`src/design/pps_pkg.sv`:
```
// Package for the preemptive priority scheduler.
// Holds slot count, field widths, result kinds, sequencer states and the slot record.
// No dependencies.
package pps_pkg;

    localparam int SLOTS  = 16;
    localparam int SLOT_W = $clog2(SLOTS);
    localparam int CNT_W  = SLOT_W + 1;

    localparam int ID_W   = 8;
    localparam int PRI_W  = 8;
    localparam int BURST_W = 16;
    localparam int TIME_W = 32;

    localparam logic [TIME_W-1:0] TIME_MAX = '1;

    localparam logic MODE_SUBMIT = 1'b0;
    localparam logic MODE_TICK   = 1'b1;

    typedef enum logic [1:0] {
        K_RUN  = 2'd0,
        K_IDLE = 2'd1,
        K_ACC  = 2'd2,
        K_REJ  = 2'd3
    } t_kind;

    typedef enum logic [3:0] {
        S_IDLE  = 4'b0001,
        S_SCAN  = 4'b0010,
        S_CALC  = 4'b0100,
        S_WRITE = 4'b1000
    } t_state;

    typedef struct packed {
        logic [ID_W-1:0]    id;
        logic [PRI_W-1:0]   pri;
        logic [BURST_W-1:0] remaining;
        logic [BURST_W-1:0] burst;
        logic [TIME_W-1:0]  arrival;
        logic [TIME_W-1:0]  start;
    } t_slot;

    typedef struct packed {
        logic                we;
        logic [SLOT_W-1:0]   waddr;
        t_slot               wdata;
        logic [SLOT_W-1:0]   raddr;
    } t_ram_ctl;

    function automatic logic [TIME_W-1:0] sat_inc(input logic [TIME_W-1:0] v);
        sat_inc = (v == TIME_MAX) ? v : v + TIME_W'(1);
    endfunction

endpackage

```
`src/design/pps_if.sv`:
```
// Request and result channel interfaces for the scheduler.
// Valid/ready handshake with payload; no package dependency.
interface pps_req_if;
    logic        valid;
    logic        ready;
    logic        mode;
    logic [7:0]  task_id;
    logic [7:0]  task_priority;
    logic [15:0] burst_length;

    modport source (output valid, output mode, output task_id, output task_priority,
                    output burst_length, input ready);
    modport sink   (input valid, input mode, input task_id, input task_priority,
                    input burst_length, output ready);
endinterface

interface pps_res_if;
    logic        valid;
    logic        ready;
    logic [1:0]  kind;
    logic [7:0]  run_id;
    logic [31:0] slot_time;
    logic        finished;
    logic [31:0] first_start;
    logic [31:0] turnaround;
    logic [31:0] waiting;

    modport source (output valid, output kind, output run_id, output slot_time,
                    output finished, output first_start, output turnaround,
                    output waiting, input ready);
    modport sink   (input valid, input kind, input run_id, input slot_time,
                    input finished, input first_start, input turnaround,
                    input waiting, output ready);
endinterface

```
`src/design/preemptive_priority_scheduler_core.sv`:
```
// Preemptive priority scheduler top level: sequencer, scan compare unit, result register.
// Depends on pps_pkg, pps_if (pps_req_if, pps_res_if) and pps_slot_ram.
//
//  channel  | dir | modport | payload
//  ---------+-----+---------+----------------------------------------------------
//  i_req    | in  | sink    | mode, task_id, task_priority, burst_length
//  o_res    | out | source  | kind, run_id, slot_time, finished, first_start,
//           |     |         | turnaround, waiting
//
// A tick request passes through the scan, calc and write states from accept to result:
// the slot store is scanned one entry per cycle through its single read port.
// A submit request goes from accept straight to the write state. One request is in flight at a
// time; the input reopens in the cycle after the result is written.
// i_rst_n clears slot valid/started bits, time and control; the slot store is not cleared.
// A result held by a stalled o_res delays the write-back of the next request.
module preemptive_priority_scheduler_core (
    input  logic      i_clk,
    input  logic      i_rst_n,
    pps_req_if.sink   i_req,
    pps_res_if.source o_res
);
    import pps_pkg::*;

    t_state             r_state, n_state;
    logic [SLOTS-1:0]   r_valid;
    logic [SLOTS-1:0]   r_started;
    logic [TIME_W-1:0]  r_time;

    logic               r_mode;
    logic [ID_W-1:0]    r_id;
    logic [PRI_W-1:0]   r_pri;
    logic [BURST_W-1:0] r_bl;

    logic [CNT_W-1:0]   r_scan_idx;
    logic               r_rd_vld;
    logic [SLOT_W-1:0]  r_rd_idx;
    logic               r_best_found;
    logic [SLOT_W-1:0]  r_best_idx;
    t_slot              r_best;

    logic [TIME_W-1:0]  r_tat;
    logic [TIME_W-1:0]  r_first;

    logic               r_out_vld;
    t_kind              r_kind;
    logic [ID_W-1:0]    r_run_id;
    logic [TIME_W-1:0]  r_slot_time;
    logic               r_finished;
    logic [TIME_W-1:0]  r_first_start;
    logic [TIME_W-1:0]  r_turnaround;
    logic [TIME_W-1:0]  r_waiting;

    t_ram_ctl           ram_ctl;
    t_slot              rd_data;
    logic               issue;
    logic               better;
    logic               out_free;
    logic               do_write;
    logic               free_found;
    logic [SLOT_W-1:0]  free_idx;
    logic               fin;
    t_slot              upd;

    pps_slot_ram u_ram (
        .i_clk   (i_clk),
        .i_ctl   (ram_ctl),
        .o_rdata (rd_data)
    );

    assign i_req.ready = (r_state == S_IDLE);
    assign out_free    = !r_out_vld || o_res.ready;
    assign do_write    = (r_state == S_WRITE) && out_free;
    assign issue       = (r_state == S_SCAN) && (r_scan_idx < CNT_W'(SLOTS));
    assign fin         = (r_best.remaining <= BURST_W'(1));

    always_comb begin
        better = !r_best_found || (rd_data.pri < r_best.pri) ||
                 ((rd_data.pri == r_best.pri) && (rd_data.id < r_best.id));
    end

    always_comb begin
        free_found = 1'b0;
        free_idx   = '0;
        for (int k = SLOTS - 1; k >= 0; k--) begin
            if (!r_valid[k]) begin
                free_found = 1'b1;
                free_idx   = SLOT_W'(k);
            end
        end
    end

    always_comb begin
        upd           = r_best;
        upd.start     = r_first;
        upd.remaining = fin ? '0 : r_best.remaining - BURST_W'(1);
        ram_ctl.raddr = r_scan_idx[SLOT_W-1:0];
        if (r_mode == MODE_SUBMIT) begin
            ram_ctl.we    = do_write && free_found;
            ram_ctl.waddr = free_idx;
            ram_ctl.wdata = '{id: r_id, pri: r_pri, remaining: r_bl, burst: r_bl,
                              arrival: r_time, start: '0};
        end else begin
            ram_ctl.we    = do_write && r_best_found;
            ram_ctl.waddr = r_best_idx;
            ram_ctl.wdata = upd;
        end
    end

    always_comb begin
        n_state = r_state;
        case (r_state)
            S_IDLE: begin
                if (i_req.valid) begin
                    n_state = (i_req.mode == MODE_TICK) ? S_SCAN : S_WRITE;
                end
            end
            S_SCAN: begin
                if (!issue && !r_rd_vld) begin
                    n_state = S_CALC;
                end
            end
            S_CALC:  n_state = S_WRITE;
            S_WRITE: begin
                if (out_free) begin
                    n_state = S_IDLE;
                end
            end
            default: n_state = S_IDLE;
        endcase
    end

    always_ff @(posedge i_clk) begin
        if (!i_rst_n) begin
            r_state      <= S_IDLE;
            r_valid      <= '0;
            r_started    <= '0;
            r_time       <= '0;
            r_scan_idx   <= '0;
            r_rd_vld     <= 1'b0;
            r_best_found <= 1'b0;
            r_out_vld    <= 1'b0;
        end else begin
            r_state  <= n_state;
            r_rd_vld <= issue;
            if (issue) begin
                r_scan_idx <= r_scan_idx + CNT_W'(1);
            end
            if (r_state == S_IDLE) begin
                r_scan_idx   <= '0;
                r_best_found <= 1'b0;
            end
            if (r_rd_vld && r_valid[r_rd_idx] && better) begin
                r_best_found <= 1'b1;
            end
            if (do_write) begin
                r_out_vld <= 1'b1;
                if (r_mode == MODE_SUBMIT) begin
                    if (free_found) begin
                        r_valid[free_idx]   <= 1'b1;
                        r_started[free_idx] <= 1'b0;
                    end
                end else begin
                    r_time <= sat_inc(r_time);
                    if (r_best_found) begin
                        r_started[r_best_idx] <= !fin;
                        r_valid[r_best_idx]   <= !fin;
                    end
                end
            end else if (o_res.ready) begin
                r_out_vld <= 1'b0;
            end
        end
    end

    always_ff @(posedge i_clk) begin
        r_rd_idx <= r_scan_idx[SLOT_W-1:0];
        if (i_req.valid && i_req.ready) begin
            r_mode <= i_req.mode;
            r_id   <= i_req.task_id;
            r_pri  <= i_req.task_priority;
            r_bl   <= i_req.burst_length;
        end
        if (r_rd_vld && r_valid[r_rd_idx] && better) begin
            r_best     <= rd_data;
            r_best_idx <= r_rd_idx;
        end
        if (r_state == S_CALC) begin
            r_tat   <= sat_inc(r_time) - r_best.arrival;
            r_first <= r_started[r_best_idx] ? r_best.start : r_time;
        end
        if (do_write) begin
            r_slot_time <= r_time;
            if (r_mode == MODE_SUBMIT) begin
                r_kind        <= free_found ? K_ACC : K_REJ;
                r_run_id      <= r_id;
                r_finished    <= 1'b0;
                r_first_start <= '0;
                r_turnaround  <= '0;
                r_waiting     <= '0;
            end else if (!r_best_found) begin
                r_kind        <= K_IDLE;
                r_run_id      <= '0;
                r_finished    <= 1'b0;
                r_first_start <= '0;
                r_turnaround  <= '0;
                r_waiting     <= '0;
            end else begin
                r_kind        <= K_RUN;
                r_run_id      <= r_best.id;
                r_first_start <= r_first;
                r_finished    <= fin;
                r_turnaround  <= fin ? r_tat : '0;
                r_waiting     <= (fin && (r_tat >= TIME_W'(r_best.burst))) ?
                                 r_tat - TIME_W'(r_best.burst) : '0;
            end
        end
    end

    assign o_res.valid       = r_out_vld;
    assign o_res.kind        = r_kind;
    assign o_res.run_id      = r_run_id;
    assign o_res.slot_time   = r_slot_time;
    assign o_res.finished    = r_finished;
    assign o_res.first_start = r_first_start;
    assign o_res.turnaround  = r_turnaround;
    assign o_res.waiting     = r_waiting;

    a_fin_is_run: assert property (@(posedge i_clk) disable iff (!i_rst_n)
        r_out_vld && r_finished |-> r_kind == K_RUN)
        else $error("finished flag on a result that is not a run");

    a_wait_le_tat: assert property (@(posedge i_clk) disable iff (!i_rst_n)
        r_out_vld |-> r_waiting <= r_turnaround)
        else $error("waiting exceeds turnaround");

    a_time_mono: assert property (@(posedge i_clk) disable iff (!i_rst_n)
        $past(i_rst_n) |-> r_time >= $past(r_time))
        else $error("time counter moved backward");

    a_one_result: assert property (@(posedge i_clk) disable iff (!i_rst_n)
        i_req.valid && i_req.ready |=> !r_out_vld || !$rose(r_out_vld))
        else $error("result appeared in the cycle after request accept");

endmodule

```
`src/design/pps_slot_ram.sv`:
```
// Slot record store: one write port, one read port with registered read data.
// Depends on pps_pkg.
module pps_slot_ram (
    input  logic              i_clk,
    input  pps_pkg::t_ram_ctl i_ctl,
    output pps_pkg::t_slot    o_rdata
);
    import pps_pkg::*;

    t_slot r_mem [SLOTS];
    t_slot r_rdata;

    always_ff @(posedge i_clk) begin
        if (i_ctl.we) begin
            r_mem[i_ctl.waddr] <= i_ctl.wdata;
        end
        r_rdata <= r_mem[i_ctl.raddr];
    end

    assign o_rdata = r_rdata;

endmodule

```
`src/flat_wrapper.sv`:
```
// flat-port wrapper written by rule: the top's interface ports become plain ports
module preemptive_priority_scheduler_core_flat import pps_pkg::*;
  (i_clk, i_rst_n, i_req_valid, i_req_mode, i_req_task_id, i_req_task_priority, i_req_burst_length, i_req_ready, o_res_valid, o_res_kind, o_res_run_id, o_res_slot_time, o_res_finished, o_res_first_start, o_res_turnaround, o_res_waiting, o_res_ready);
  pps_req_if i_req_i ();
  pps_res_if o_res_i ();
  input  logic i_clk;
  input  logic i_rst_n;
  input wire logic [$bits(i_req_i.valid)-1:0] i_req_valid;
  input wire logic [$bits(i_req_i.mode)-1:0] i_req_mode;
  input wire logic [$bits(i_req_i.task_id)-1:0] i_req_task_id;
  input wire logic [$bits(i_req_i.task_priority)-1:0] i_req_task_priority;
  input wire logic [$bits(i_req_i.burst_length)-1:0] i_req_burst_length;
  output wire logic [$bits(i_req_i.ready)-1:0] i_req_ready;
  output wire logic [$bits(o_res_i.valid)-1:0] o_res_valid;
  output wire logic [$bits(o_res_i.kind)-1:0] o_res_kind;
  output wire logic [$bits(o_res_i.run_id)-1:0] o_res_run_id;
  output wire logic [$bits(o_res_i.slot_time)-1:0] o_res_slot_time;
  output wire logic [$bits(o_res_i.finished)-1:0] o_res_finished;
  output wire logic [$bits(o_res_i.first_start)-1:0] o_res_first_start;
  output wire logic [$bits(o_res_i.turnaround)-1:0] o_res_turnaround;
  output wire logic [$bits(o_res_i.waiting)-1:0] o_res_waiting;
  input wire logic [$bits(o_res_i.ready)-1:0] o_res_ready;
  assign i_req_i.valid = i_req_valid;
  assign i_req_i.mode = i_req_mode;
  assign i_req_i.task_id = i_req_task_id;
  assign i_req_i.task_priority = i_req_task_priority;
  assign i_req_i.burst_length = i_req_burst_length;
  assign i_req_ready = i_req_i.ready;
  assign o_res_valid = o_res_i.valid;
  assign o_res_kind = o_res_i.kind;
  assign o_res_run_id = o_res_i.run_id;
  assign o_res_slot_time = o_res_i.slot_time;
  assign o_res_finished = o_res_i.finished;
  assign o_res_first_start = o_res_i.first_start;
  assign o_res_turnaround = o_res_i.turnaround;
  assign o_res_waiting = o_res_i.waiting;
  assign o_res_i.ready = o_res_ready;
  preemptive_priority_scheduler_core u_core (.i_clk(i_clk), .i_rst_n(i_rst_n), .i_req(i_req_i), .o_res(o_res_i));
endmodule
```
`config.mk`:
```
export PLATFORM = sky130hd
export DESIGN_NAME = preemptive_priority_scheduler_core_flat
export DESIGN_NICKNAME = d
export VERILOG_FILES = /design/src/design/pps_pkg.sv /design/src/design/pps_if.sv /design/src/design/preemptive_priority_scheduler_core.sv /design/src/design/pps_slot_ram.sv /design/src/flat_wrapper.sv
export SDC_FILE = /design/constraint.sdc
export NUM_CORES = 2
export LEC_CHECK = 0
export ABC_AREA = 0
export BUFFER_PORTS_ARGS = -buffer_cell sky130_fd_sc_hd__buf_2
export CORE_ASPECT_RATIO = 0.75
export CORE_MARGIN = 5
export CORE_UTILIZATION = 56
export DETAILED_ROUTE_END_ITERATION = 10
export PLACE_DENSITY_LB_ADDON = 0.2
export SETUP_SLACK_MARGIN = 0.3
export SLEW_MARGIN = 15
export SYNTH_ARGS = -nofsm -noshare
export SYNTH_HDL_FRONTEND = slang
export SYNTH_SLANG_ARGS = --single-unit
```
`constraint.sdc`:
```
create_clock -name i_clk -period 13.95 [get_ports i_clk]
set_clock_uncertainty 0.1 [all_clocks]
set_input_delay 1.395 -clock i_clk [delete_from_list [all_inputs] [get_ports i_clk]]
set_output_delay 1.395 -clock i_clk [all_outputs]
set_load 0.01 [all_outputs]
```
==> out/qor.json <==
{
  "drt-wirelength-per-cell": {"value": 31.47, "unit": "um"},
  "rsz0062_at_grt": {"value": "false"},
  "layout.filler_cells": {"value": 10720},
  "cts_tree": {"value": "yes"},
  "power-per-cell-area": {"value": 137.0, "unit": "mW/mm^2"},
  "crit_path_cells": {"value": "and3_1 > nand3_1 > nor3b_4 > nand3_2 > mux2_2 > ha_1 > nor2b_1 > o21ai_0 > a21oi_1 > o2111ai_1 > a211oi_1 > o21ai_0 > a21oi_1 > mux2i_1 > nand4_1"},
  "finish.cell_count_without_fillers": {"value": 6989},
  "final_design_area_no_fill": {"value": 0.1011, "unit": "mm^2"},
  "post-cts-setup-buffer-count": {"value": 0},
  "worstPathRequired": {"value": 14.43, "unit": "ns"},
  "clk_root_buffer_cell": {"value": "sky130_fd_sc_hd__clkbuf_16"},
  "design.final.nets": {"value": 4778},
  "rr_worst_depth": {"value": 15},
  "clock_sinks": {"value": 2336},
  "drt_antenna_net_count": {"value": 0},
  "syn_area": {"value": 0.09027, "unit": "mm^2"},
  "synth.yosys.warnings": {"value": 0},
  "final-hold-violation-count": {"value": 0},
  "via_count_of_the_first_global_routing_pass": {"value": 44290},
  "ir_worst_vdd": {"value": 0.0001330, "unit": "V"},
  "run_status": {"value": "finished clean"},
  "worst_hold_slack": {"value": 0.2947, "unit": "ns"},
  "finalSetupTns": {"value": 0, "unit": "ns"},
  "cellLeakagePower": {"value": 32.37, "unit": "nW"},
  "initial_core_util": {"value": 56.41, "unit": "%"},
  "cap_viol_max_count": {"value": 0},
  "cts.hold.buffers_added": {"value": 0},
  "postSynthAreaPerCell": {"value": 20.56, "unit": "um^2"},
  "globalRouteTotalUtil": {"value": 26.13, "unit": "%"},
  "die_height": {"value": 357.7, "unit": "um"},
  "timing_max_transition_violations_final": {"value": 0},
  "critical_path_arrival": {"value": 5.57, "unit": "ns"},
  "use_met3": {"value": 4.581, "unit": "%"},
  "synth_flop_cell": {"value": "sky130_fd_sc_hd__edfxtp_1"},
  "finalCritPeriodShare": {"value": 36.46, "unit": "%"},
  "global_placement_routability_congestion": {"value": 0.9011},
  "detailroute.via_count": {"value": 44630},
  "cp_top_family": {"value": "compound AO/OA/AOI/OAI gates"},
  "worst_skew_pair.late_latency": {"value": 0.84, "unit": "ns"},
  "cts.path.max_buffers": {"value": 3},
  "synth_net_count": {"value": 4495},
  "number_of_synthesized_flops_with_an_enable_pin": {"value": 2144},
  "hold_path_depth": {"value": 0},
  "hold_path_end": {"value": "u_core.r_best[55]$_DFFE_PP_"},
  "area_growth": {"value": 11.99, "unit": "%"},
  "launch_point_of_the_worst_reg_to_reg_path": {"value": "u_core.r_time[24]$_SDFFE_PN0P_"},
  "die_w": {"value": 473.6, "unit": "um"},
  "dp_hpwl": {"value": 119500, "unit": "um"},
  "globalRouteOverflowTotal": {"value": 0},
  "initial_antenna_violation_count": {"value": 8},
  "finalWorstPathRequiredPeriod": {"value": 5.086, "unit": "ns"},
  "grt_pass1_wl": {"value": 317300, "unit": "um"},
  "asyncSetResetFlopFracSynth": {"value": 0, "unit": "%"},
  "dp.cells": {"value": 6589},
  "r2r-end": {"value": "u_core.r_tat[31]$_DFFE_PP_"},
  "critical_path_buf_inv_count": {"value": 0},
  "delay_contributed_by_the_slowest_stage_of_the_critical_path": {"value": 0.54, "unit": "ns"},
  "layout.core_utilization": {"value": 63.18, "unit": "%"},
  "hold_path.class": {"value": "reg -> reg"},
  "vias_per_cell": {"value": 6.386},
  "min-delay-start": {"value": "u_core.u_ram.o_rdata[55]$_DFF_P_"},
  "number_of_iterations_in_the_first_detailed_routing_pass": {"value": 6},
  "drt-total-wl": {"value": 219900, "unit": "um"},
  "fp.dieArea": {"value": 0.1694, "unit": "mm^2"},
  "gr_util_met2": {"value": 40.37, "unit": "%"},
  "timing_worst_setup_path_type": {"value": "reg -> reg"},
  "worstSetupStartpointType": {"value": "flip-flop"},
  "ioPinCount": {"value": 178},
  "htreeDepth": {"value": 4},
  "cts_made_buffers": {"value": 210},
  "r2r_slack": {"value": 8.86, "unit": "ns"},
  "detailedRoute.firstIterationViolations": {"value": 5626},
  "grtUsageMet1": {"value": 38.59, "unit": "%"},
  "finalSetupViolCount": {"value": 0},
  "worst_path_max_delay_cell": {"value": "sky130_fd_sc_hd__a211oi_1"},
  "max_slew.worst_pin.slew": {"value": 1.114, "unit": "ns"},
  "critPathMaxFanout": {"value": 9},
  "global_route.peak_usage_layer": {"value": "met2"},
  "syn-instance-count": {"value": 4390},
  "cts.clk_slew.worst_paths": {"value": 0.07, "unit": "ns"},
  "buffer_ports.inserted": {"value": 177},
  "ys_ff_latch": {"value": 2336},
  "detail_route.drc_violations": {"value": 0},
  "timing.slew.headroom": {"value": 25.74, "unit": "%"},
  "design.core.area": {"value": 0.1600, "unit": "mm^2"},
  "largest_net_degree_at_the_start_of_global_routing": {"value": 165},
  "count_of_cell_types_in_the_netlist": {"value": 92},
  "rows": {"value": 127},
  "worstSetupEndpointType": {"value": "flip-flop"},
  "post_cts_resize_count": {"value": 0},
  "seq_area_frac_synth": {"value": 75.58, "unit": "%"},
  "upper_clock_frequency_limit": {"value": 196.6, "unit": "MHz"},
  "fraction_of_layout_instances_using_a_drive_strength_above_1": {"value": 26.98, "unit": "%"},
  "placed_area": {"value": 0.09406, "unit": "mm^2"}
}
-- Yosys cell counts (all sizes together) (19+ instances only) --
library cell | n | area [um^2]
a21o | 31 | 232.7
a21oi | 71 | 359.1
and2 | 44 | 275.3
and3 | 79 | 494.2
buf | 96 | 459.2
clkbuf | 117 | 439.2
dfxtp | 192 | 3844
edfxtp | 2144 | 64380
ha | 66 | 825.8
inv | 97 | 364.1
mux2 | 71 | 799.5
mux4 | 569 | 12810
nand2 | 130 | 490.5
nand2b | 21 | 138.9
nand3 | 38 | 195.2
nand4 | 22 | 137.6
nor2 | 137 | 526.8
nor3 | 50 | 260.3
o21a | 20 | 157.6
o21ai | 96 | 495.5
or3 | 19 | 118.9
xnor2 | 62 | 550.5
xor2 | 57 | 499.2
-- per-stage QoR --
stage | power (mW) | worst slack, ns
finish | 13.85 | 8.864
global route | 14.27 | 8.555
CTS | 13.94 | 8.945
detailed placement | 8.116 | 8.932
global placement | 8.107 | 8.912
floorplan | 7.996 | 0.3645
-- cell usage in the layout (no fill, tap or decap), drive strengths merged, types with 20 or more instances in the layout --
cell / n
mux2: 71
clkbuf: 279
nand3: 38
nor3: 50
and2: 44
nor2: 137
and3: 79
a21oi: 71
a21o: 31
clkinv: 75
o21a: 20
mux4: 569
nand4: 22
inv: 102
xnor2: 62
ha: 66
buf: 284
xor2: 57
dfxtp: 192
nand2: 130
bufinv: 25
o21ai: 96
edfxtp: 2144
nand2b: 21
-- area by class of cell --
type / instances / area [um^2] / area share, %
Antenna cell: 5 / 12.51 / 0.01238
Clock buffer: 279 / 5708 / 5.646
Clock inverter: 116 / 1305 / 1.291
Inverter: 97 / 376.6 / 0.3725
Multi-Input combinational cell: 1744 / 20930 / 20.70
Sequential cell: 2336 / 68240 / 67.50
Tap cell: 2128 / 2663 / 2.634
Timing Repair Buffer: 284 / 1864 / 1.844
-- worst max path at each step --
stage	start	to	depth (start not counted)
CTS	u_core.r_best[97]$_DFFE_PP_	u_core.r_best[70]$_DFFE_PP_	13
global route	u_core.r_time[24]$_SDFFE_PN0P_	u_core.r_tat[31]$_DFFE_PP_	15
global placement	o_res_ready	u_core.u_ram.r_mem[0][16]$_DFFE_PP_	10
floorplan	o_res_ready	u_core.u_ram.r_mem[5][0]$_DFFE_PP_	5
detailed placement	o_res_ready	u_core.u_ram.r_mem[9][26]$_DFFE_PP_	7
finish	u_core.r_time[24]$_SDFFE_PN0P_	u_core.r_tat[31]$_DFFE_PP_	15
-- cell families (layout without fill, tap and decap cells) --
family	count (synthesis)	count (layout)	share of synthesized area, %
other	0	5	0
muxes	645	645	15.14
xor gates and xnor gates	119	119	1.163
DFF	2336	2336	75.58
adders and majority gates	68	68	0.9591
and+or+nand+nor	595	595	3.403
AOI/OAI and AO/OA	317	317	2.362
buffers and inverters	310	776	1.399
-- flip-flops by register name (all words and copies together) (netlist names), 4 cells and up --
name                      count
u_core.r_time                32
u_core.r_tat                 32
u_core.o_res.first_start     32
u_core.u_ram.r_mem         1792
u_core.r_id                   8
u_core.o_res.waiting         32
u_core.r_best               112
u_core.r_rd_idx               4
u_core.o_res.run_id           8
u_core.o_res.slot_time       32
u_core.r_state                4
u_core.r_best_idx             4
u_core.r_pri                  8
u_core.r_bl                  16
u_core.u_ram.o_rdata        112
u_core.o_res.turnaround      32
u_core.r_scan_idx             5
u_core.r_first               32
u_core.r_started             16
u_core.r_valid               16
-- power by group --
part	leakage [nW]	internal, mW	total (mW)	switching (mW)
registers	21.0	7.69	7.70	0.0135
logic	7.95	0.0665	0.266	0.199
clock network	3.41	3.35	5.88	2.54
-- metal layers --
layer / vias up / wire length, um
li1: 18490 / -
met1: 23680 / 91690
met2: 2117 / 103400
met3: 330 / 17410
met4: 8 / 7351
met5: - / 41
(Power assumes the default switching activity.)
